--- src/sv/slcfp_pkg.sv ---
package slcfp_pkg;

	localparam int BYTE_W  = 8;
	localparam int ANGLE_W = 32;

	localparam logic [BYTE_W-1:0] HEADER_RESET = 8'hAA;

	typedef enum logic [2:0] {
		PH_HUNT1   = 3'd0,
		PH_HUNT2   = 3'd1,
		PH_ID      = 3'd2,
		PH_LEN     = 3'd3,
		PH_PAYLOAD = 3'd4,
		PH_CHECK   = 3'd5
	} phase_t;

	typedef enum logic [1:0] {
		ST_GOOD  = 2'd0,
		ST_BAD   = 2'd1,
		ST_SHORT = 2'd2
	} status_t;

endpackage

--- src/sv/slcfp_rx_if.sv ---
interface slcfp_rx_if;
	logic                          valid;
	logic                          ready;
	logic [slcfp_pkg::BYTE_W-1:0] rx_byte;

	modport source (output valid, output rx_byte, input ready);
	modport sink   (input valid, input rx_byte, output ready);
endinterface

--- src/sv/slcfp_res_if.sv ---
interface slcfp_res_if;
	logic                                 valid;
	logic                                 ready;
	slcfp_pkg::status_t                   status;
	logic signed [slcfp_pkg::ANGLE_W-1:0] angle;
	logic [slcfp_pkg::BYTE_W-1:0]         frame_id;
	logic [slcfp_pkg::BYTE_W-1:0]         payload_len;

	modport source (output valid, output status, output angle, output frame_id,
		output payload_len, input ready);
	modport sink   (input valid, input status, input angle, input frame_id,
		input payload_len, output ready);
endinterface

--- src/sv/sync_length_checksum_frame_parser.sv ---
// Serial frame parser: header, header, id, length, payload, checksum.
// rx channel: one received byte per beat (valid/ready).
// res channel: one beat per frame, issued when the checksum byte is
//   processed; carries status, frame_id, payload_len and the big-endian
//   signed angle from the first four payload bytes.
// cfg_we/cfg_data: write the sync byte; write only while the parser is idle.
// Result path: a checksum byte, once taken, waits in the input register,
//   then the result register loads.
// Throughput: one byte per cycle, set by the single-pass state update
//   between the input register and the result register, unless stalled.
// Stall: while an undelivered result sits in the result register and the
//   receiver holds ready low, the input register holds its byte and rx
//   ready drops once it is full; nothing is lost or repeated.
// Reset (arst_n low): parser returns to hunting the first header byte,
//   sums and counters clear, sync byte returns to 0xAA, no beats pending.
module sync_length_checksum_frame_parser (
	input  logic                          clk,
	input  logic                          arst_n,
	input  logic                          cfg_we,
	input  logic [slcfp_pkg::BYTE_W-1:0] cfg_data,
	slcfp_rx_if.sink                      rx,
	slcfp_res_if.source                   res
);
	import slcfp_pkg::*;

	logic [BYTE_W-1:0]  header_q;
	logic               valid_s1;
	logic [BYTE_W-1:0]  byte_s1;

	phase_t             phase_q, phase_d;
	logic [BYTE_W-1:0]  sum_q, sum_d;
	logic [BYTE_W-1:0]  len_q, len_d;
	logic [BYTE_W-1:0]  seen_q, seen_d;
	logic [ANGLE_W-1:0] angle_q, angle_d;
	logic [BYTE_W-1:0]  id_q, id_d;

	logic               res_valid_q;
	status_t            res_status_q, status_d;
	logic [ANGLE_W-1:0] res_angle_q, res_angle_d;
	logic [BYTE_W-1:0]  res_id_q;
	logic [BYTE_W-1:0]  res_len_q;

	logic               advance;
	logic               emit;
	logic               good;
	logic [BYTE_W-1:0]  seen_inc;

	assign advance  = valid_s1 && (!res_valid_q || res.ready);
	assign rx.ready = !valid_s1 || advance;

	always_ff @(posedge clk or negedge arst_n) begin
		if (!arst_n) begin
			header_q <= HEADER_RESET;
		end else if (cfg_we) begin
			header_q <= cfg_data;
		end
	end

	always_ff @(posedge clk or negedge arst_n) begin
		if (!arst_n) begin
			valid_s1 <= 1'b0;
		end else if (rx.ready) begin
			valid_s1 <= rx.valid;
		end
	end

	always_ff @(posedge clk) begin
		if (rx.ready && rx.valid) begin
			byte_s1 <= rx.rx_byte;
		end
	end

	assign seen_inc = seen_q + 8'd1;
	assign good     = (byte_s1 == sum_q);

	always_comb begin
		phase_d     = phase_q;
		sum_d       = sum_q;
		len_d       = len_q;
		seen_d      = seen_q;
		angle_d     = angle_q;
		id_d        = id_q;
		emit        = 1'b0;
		status_d    = ST_GOOD;
		res_angle_d = '0;
		unique case (phase_q)
			PH_HUNT2: begin
				if (byte_s1 == header_q) begin
					phase_d = PH_ID;
					sum_d   = header_q + header_q;
				end else begin
					phase_d = PH_HUNT1;
				end
			end
			PH_ID: begin
				id_d    = byte_s1;
				sum_d   = sum_q + byte_s1;
				phase_d = PH_LEN;
			end
			PH_LEN: begin
				len_d   = byte_s1;
				sum_d   = sum_q + byte_s1;
				seen_d  = '0;
				angle_d = '0;
				phase_d = (byte_s1 == '0) ? PH_CHECK : PH_PAYLOAD;
			end
			PH_PAYLOAD: begin
				sum_d = sum_q + byte_s1;
				if (seen_q < 8'd4) begin
					case (seen_q[1:0])
						2'd0:    angle_d[31:24] = byte_s1;
						2'd1:    angle_d[23:16] = byte_s1;
						2'd2:    angle_d[15:8]  = byte_s1;
						default: angle_d[7:0]   = byte_s1;
					endcase
				end
				seen_d = seen_inc;
				if (seen_inc >= len_q) begin
					phase_d = PH_CHECK;
				end
			end
			PH_CHECK: begin
				emit = 1'b1;
				if (!good) begin
					status_d = ST_BAD;
				end else if (len_q < 8'd4) begin
					status_d = ST_SHORT;
				end else begin
					status_d = ST_GOOD;
				end
				res_angle_d = good ? angle_q : '0;
				phase_d     = PH_HUNT1;
			end
			default: begin
				phase_d = (byte_s1 == header_q) ? PH_HUNT2 : PH_HUNT1;
			end
		endcase
	end

	always_ff @(posedge clk or negedge arst_n) begin
		if (!arst_n) begin
			phase_q <= PH_HUNT1;
			sum_q   <= '0;
			len_q   <= '0;
			seen_q  <= '0;
			angle_q <= '0;
			id_q    <= '0;
		end else if (advance) begin
			phase_q <= phase_d;
			sum_q   <= sum_d;
			len_q   <= len_d;
			seen_q  <= seen_d;
			angle_q <= angle_d;
			id_q    <= id_d;
		end
	end

	always_ff @(posedge clk or negedge arst_n) begin
		if (!arst_n) begin
			res_valid_q <= 1'b0;
		end else if (advance && emit) begin
			res_valid_q <= 1'b1;
		end else if (res.ready) begin
			res_valid_q <= 1'b0;
		end
	end

	always_ff @(posedge clk) begin
		if (advance && emit) begin
			res_status_q <= status_d;
			res_angle_q  <= res_angle_d;
			res_id_q     <= id_q;
			res_len_q    <= len_q;
		end
	end

	assign res.valid       = res_valid_q;
	assign res.status      = res_status_q;
	assign res.angle       = res_angle_q;
	assign res.frame_id    = res_id_q;
	assign res.payload_len = res_len_q;

endmodule
--- src/flat_wrapper.sv ---
// flat-port wrapper written by rule: the top's interface ports become plain ports
module sync_length_checksum_frame_parser_flat import slcfp_pkg::*;
  (clk, arst_n, cfg_we, cfg_data, rx_valid, rx_rx_byte, rx_ready, res_valid, res_status, res_angle, res_frame_id, res_payload_len, res_ready);
  slcfp_rx_if rx_i ();
  slcfp_res_if res_i ();
  input  logic clk;
  input  logic arst_n;
  input  logic cfg_we;
  input  logic [slcfp_pkg::BYTE_W-1:0] cfg_data;
  input wire logic [$bits(rx_i.valid)-1:0] rx_valid;
  input wire logic [$bits(rx_i.rx_byte)-1:0] rx_rx_byte;
  output wire logic [$bits(rx_i.ready)-1:0] rx_ready;
  output wire logic [$bits(res_i.valid)-1:0] res_valid;
  output wire logic [$bits(res_i.status)-1:0] res_status;
  output wire logic [$bits(res_i.angle)-1:0] res_angle;
  output wire logic [$bits(res_i.frame_id)-1:0] res_frame_id;
  output wire logic [$bits(res_i.payload_len)-1:0] res_payload_len;
  input wire logic [$bits(res_i.ready)-1:0] res_ready;
  assign rx_i.valid = rx_valid;
  assign rx_i.rx_byte = rx_rx_byte;
  assign rx_ready = rx_i.ready;
  assign res_valid = res_i.valid;
  assign res_status = res_i.status;
  assign res_angle = res_i.angle;
  assign res_frame_id = res_i.frame_id;
  assign res_payload_len = res_i.payload_len;
  assign res_i.ready = res_ready;
  sync_length_checksum_frame_parser u_core (.clk(clk), .arst_n(arst_n), .cfg_we(cfg_we), .cfg_data(cfg_data), .rx(rx_i), .res(res_i));
endmodule
--- config.mk ---
export PLATFORM = sky130hd
export DESIGN_NAME = sync_length_checksum_frame_parser_flat
export DESIGN_NICKNAME = d
export VERILOG_FILES = /design/src/sv/slcfp_pkg.sv /design/src/sv/slcfp_rx_if.sv /design/src/sv/slcfp_res_if.sv /design/src/sv/sync_length_checksum_frame_parser.sv /design/src/flat_wrapper.sv
export SDC_FILE = /design/constraint.sdc
export NUM_CORES = 1
export LEC_CHECK = 0
export BUFFER_PORTS_ARGS = -buffer_cell sky130_fd_sc_hd__buf_2
export CAP_MARGIN = 30
export CORE_MARGIN = 4
export CORE_UTILIZATION = 50
export CTS_CLUSTER_SIZE = 30
export DETAILED_ROUTE_END_ITERATION = 10
export PLACE_DENSITY = 0.7
export SETUP_SLACK_MARGIN = 0.02
export SLEW_MARGIN = 20
export SYNTH_ARGS = -nofsm -noshare
export SYNTH_HDL_FRONTEND = slang
export SYNTH_SLANG_ARGS = --single-unit
--- constraint.sdc ---
create_clock -name clk -period 4.4 [get_ports clk]
set_input_delay 0.44 -clock clk [delete_from_list [all_inputs] [get_ports clk]]
set_output_delay 0.44 -clock clk [all_outputs]
set_load 0.01 [all_outputs]
Word level (Yosys, flattened, before mapping). Index checks and enable logic that the tools add are counted. Widths: inputs -> output; s select.

Register bits: 135. Input bits: 21. Output and inout port bits: 52. Logic and storage cells: 83.

$add $sub $neg: 3. Magnitude comparators: 3. Eq/ne operators: 16. Multiplexer cells: 19. Reductions and logical operators: 24.

Operators with widths (count): $pmux 32 s2 (1); $mux 8 (5); $mux 32 (1); $pmux 8 s2 (2); $add 8x8->8 (2); $eq 8x8->1 (2); $lt 8x3->1 const B (2); $reduce_and 4->1 (4); $pmux 3 s5 (1); $reduce_and 2->1 (5); $add 8x1->8 const B (1); $ge 8x8->1 (1); $logic_not 8->1 (1); $ne 2x2->1 const B (4); $eq 3x2->1 const B (2); $eq 3x3->1 const B (2); $mux 1 (6); $ne 2x1->1 const B (3); $reduce_bool 2->1 (3); $reduce_or 3->1 (2); $mux 2 (2); $eq 3x1->1 const B (1); $logic_and 1x1->1 (3); $mux 3 (1); 6 further kinds (8).

Longest topological paths before layout.
Word-level depth: 5. Gate-level depth with buffers: 10. Mapped depth without buffers: 10.

Least setup slack after synthesis. Ideal clock, no wire load.

Path type: input -> register. Start: in res_ready. End: reg u_core.res_angle_q[0], in the netlist u_core.res.angle[0] (enable). Setup time: 0.458 ns. Data arrival time: 2.910 ns. Data required time: 3.942 ns. Slack: 1.032 ns. Stages on the path: 4. Buffers on the path: 1. Cell sequence: nand2b_1 -> nand2_1 -> buf_6 -> nor2_1.

Cells in the longest elaborated chain, start to end: 3.

Ends and longest elaborated chain: from (decl) (RTL line flat_wrapper.sv:18) `input wire logic [$bits(res_i.ready)-1:0] res_ready;`; $logic_or 1x1->1 (RTL line sync_length_checksum_frame_parser.sv:48) `assign advance = valid_s1 && (!res_valid_q || res.ready);`; $logic_and 1x1->1 (RTL line sync_length_checksum_frame_parser.sv:48); $logic_and 1x1->1 (RTL line sync_length_checksum_frame_parser.sv:169) `if (advance && emit) begin`; to (signal assigned) (RTL line sync_length_checksum_frame_parser.sv:171) `res_angle_q <= res_angle_d;`; to (decl) (RTL line sync_length_checksum_frame_parser.sv:39) `logic [ANGLE_W-1:0] res_angle_q, res_angle_d;`.

No other way between the ends. A chain may end at the register's enable or synchronous reset.

Final worst setup path.
Start: reg u_core.seen_q[0]. End: reg u_core.phase_q[1].

Cells in the longest elaborated chain, start to end: 4.

Ends and longest elaborated chain: from (decl) (RTL line sync_length_checksum_frame_parser.sv:33) `logic [BYTE_W-1:0] seen_q, seen_d;`; from (signal assigned) (RTL line sync_length_checksum_frame_parser.sv:152) `seen_q <= seen_d;`; $add 8x1->8 (RTL line sync_length_checksum_frame_parser.sv:73) `assign seen_inc = seen_q + 8'd1;`; $ge 8x8->1 (RTL line sync_length_checksum_frame_parser.sv:118) `if (seen_inc >= len_q) begin`; $ne 2x1->1 (no source line); $reduce_and 2->1 (no source line); to (signal assigned) (RTL line sync_length_checksum_frame_parser.sv:149) `phase_q <= phase_d;`; to (decl) (RTL line sync_length_checksum_frame_parser.sv:30) `phase_t phase_q, phase_d;`.

No other way between the ends.

==> reports/results.ini <==
[cells_and_area]
multiInputGateArea_um2 = 2190
syn2layout_area_growth_pct = 17.9
antennaDiodeCount = 0
ff_latch_area_um2 = 3670
drive_gt1_share_pct = 33.8
final_nets = 560
fin_util_pct = 61.1
nFillCells = 888
final_cell_area_um2 = 7070

[synth]
synth_common_cells = 73 x dfrtp_1, 59 x mux2_2, 58 x edfxtp_1
syn_inst = 437
async_flop_share_pct = 57.0
ys_ff_latch = 135
netlist.area_leader.share_pct = 30.5
synthDistinctLibCells = 52
yosysSeqAreaShare_pct = 61.2
synth_flop_cell = dfrtp_1
synthMostInstantiatedCell = dfrtp_1
syn-cell-area_um2 = 6000
synth.area.top_cells = dfrtp_1 30%, edfxtp_1 29%, mux2_2 11%
yosysWarnings = 0
synth_edf_count = 58
avgSynthCellArea_um2 = 13.7
synth_top_cell_by_area = dfrtp_1
synthesis.nets = 478

[pwr]
power.internal_mw = 2.99
share_comb_of_total_power_pct = 25.9
power.leakage_nw = 3.05
ir_drop_mv = 0.306
swShare_pct = 30.2
power.switching_mw = 1.29
powerDensity_nw_per_um2 = 605
sequentialPowerShare_pct = 41.7
power_mw = 4.28
clockPowerShare_pct = 32.4

[clock_tree]
htree_levels = 4
cts_tree = built
cts_buffer_depth = 2
numCtsBuffers = 17
worstSkewPairLatency_ps = 420
cts_root_buf = clkbuf_16
cts_resized = 0
clock-sinks = 135
ctsHoldBuffers = 0
clk_pin_slew_worst_paths_ps = 60
cts_setup_buffers = 0

[timing]
hold_viol = 0
maxSlewHeadroom_pct = 42.3
finalSetupTns_ps = 0
min_period_ps = 2960
finalCritPeriodShare_pct = 67.2
worst_pin_slew_ps = 865
rsz0062_at_grt = false
max_freq_ghz = 0.338
clock_skew_ps = 7.53
drv_slew = 0
setup_viol = 0

[routing]
drc = 0
drt_iter0_markers = 217
via_count = 3697
via_per_inst = 5.48
firstDrtPassIters = 5
ant_nets = 0
drt-total-wl_mm = 11.9
wl_per_cell_um = 17.7

[placement]
globalplace.congestion = 0.867
hpwl_mm = 8.14
io_buffers = 72
place_area_um2 = 6500

[grt]
grt_start_max_net_pins = 41
grt_pass1_wl_mm = 19.9
antenna_found_initial = 0
grt_use_met3_pct = 5.48
grt.total_usage_pct = 18.5
grt_overflow = 0
top_usage_layer = met2
use_met2_pct = 30.7
grt_use_met1_pct = 22.9
grt_pass1_vias = 3810

[floorplan]
fp-row-count = 39
start_util_pct = 51.9
io_pins = 73
design.core.area_um2 = 11600
die_height_um = 118
die_w_um = 118
dieArea_um2 = 13800

[outcome]
run_status = complete, no violations

[worst_setup_path]
worst-path-max-fanout = 8
max_stage_delay_ps = 620
cp.arrival_ps = 3260
worstSetupStartpointType = register
crit_chain = ha_1, nand3_1, nor2_1, xor2_1, ha_1, a21oi_1, o21ai_0, o41ai_1, o21ai_0, o41ai_1
cp-end-kind = register
critPathSlowestCell = o41ai_1
worstSetupPathType = register to register
required_ps = 4700

[hold_path]
hold_class = input port to asynchronous set/reset pin

[job]
cap_violations = 0

==> critical path: cells and delay by family (launching register included) <==
kind	cells	cell delay (ps)
adder cells (fa/ha/maj)	2	610
AND/OR/NAND/NOR	2	290
XOR/XNOR	1	210
AO/OA/AOI/OAI	5	1230
flip-flops	1	500
==> per-layer routing <==
layer	vias to the layer above	wire length (µm)
li1	1751	-
met1	1814	5170
met2	116	5950
met3	16	645
met4	0	178
met5	-	0
==> final timing paths <==
check,start,endpoint,slack [ps],depth (start not counted)
max,u_core.seen_q[0],u_core.phase_q[1],1440,10
min reg2reg,u_core.id_q[6],u_core.res.frame_id[6],450,0
max reg2reg,u_core.seen_q[0],u_core.phase_q[1],1440,10
min in group clk,rx_rx_byte[5],u_core.byte_s1[5],200,1
min,arst_n,u_core.header_q[4],140,1
max in group asynchronous,arst_n,u_core.len_q[0],3210,2
==> area by class of cell <==
| class | count | area share [%] |
|---|---|---|
| clock buffer | 22 | 6.28 |
| multi-input combinational | 272 | 30.9 |
| sequential | 135 | 52.0 |
| tap | 143 | 2.53 |
| timing repair buffer | 77 | 5.63 |
| clock inverter | 10 | 1.84 |
| inverter | 16 | 0.849 |
==> cell families (layout without fill, tap and decap cells) <==
logic type | Yosys count | after routing | synth area share (%)
XOR/XNOR | 18 | 18 | 2.63
flip-flops | 135 | 135 | 61.2
buffers and inverters | 30 | 125 | 2.44
AND/OR/NAND/NOR | 119 | 119 | 11.3
multiplexers | 61 | 61 | 11.4
adder cells (fa/ha/maj) | 20 | 20 | 4.30
AO/OA/AOI/OAI | 54 | 54 | 6.68
==> power groups by stage <==
stage	registers (mW)	logic, mW	clock network, mW
floorplan	1.78	0.803	0
global placement	1.79	1.08	0
detailed placement	1.81	1.11	0
CTS	1.79	1.12	1.41
global route	1.82	1.24	1.47
finish	1.78	1.11	1.38
==> flip-flops by register name, indices dropped and copies added, names as in the netlist <==
| name | count |
|---|---|
| u_core.header_q | 8 |
| u_core.seen_q | 8 |
| u_core.res.frame_id | 8 |
| u_core.angle_q | 32 |
| u_core.res.status | 2 |
| u_core.res.valid | 1 |
| u_core.res.payload_len | 8 |
| u_core.valid_s1 | 1 |
| u_core.phase_q | 3 |
| u_core.res.angle | 32 |
| u_core.len_q | 8 |
| u_core.byte_s1 | 8 |
| u_core.sum_q | 8 |
| u_core.id_q | 8 |
==> through the flow <==
stage               instances  hold WS, ps  setup WS [ps]
finish                    675          135           1440
CTS                       675          159           1470
detailed placement        643          440           1540
floorplan                 437          144           1030
global placement          643          425           1760
global route              675          178           1140
==> placed cells by master (no fill, tap or decap), types with 3 or more instances in the layout <==
cell,n
buf_2,72
o21ai_0,17
nor2_1,12
a21oi_1,9
dfstp_2,4
xor2_1,14
a21oi_4,4
dfrtp_1,73
and2_1,42
nand2_2,4
bufinv_16,3
clkbuf_1,5
nor3b_1,3
ha_1,19
nor4_1,9
a32o_1,6
nand2_1,20
a211oi_1,3
xnor2_1,4
nand2b_1,4
clkbuf_16,17
mux2_2,59
buf_4,5
inv_1,15
nand3_1,6
nor3_1,5
edfxtp_1,58
clkinv_2,4
Power figures use the tool's default switching activity.
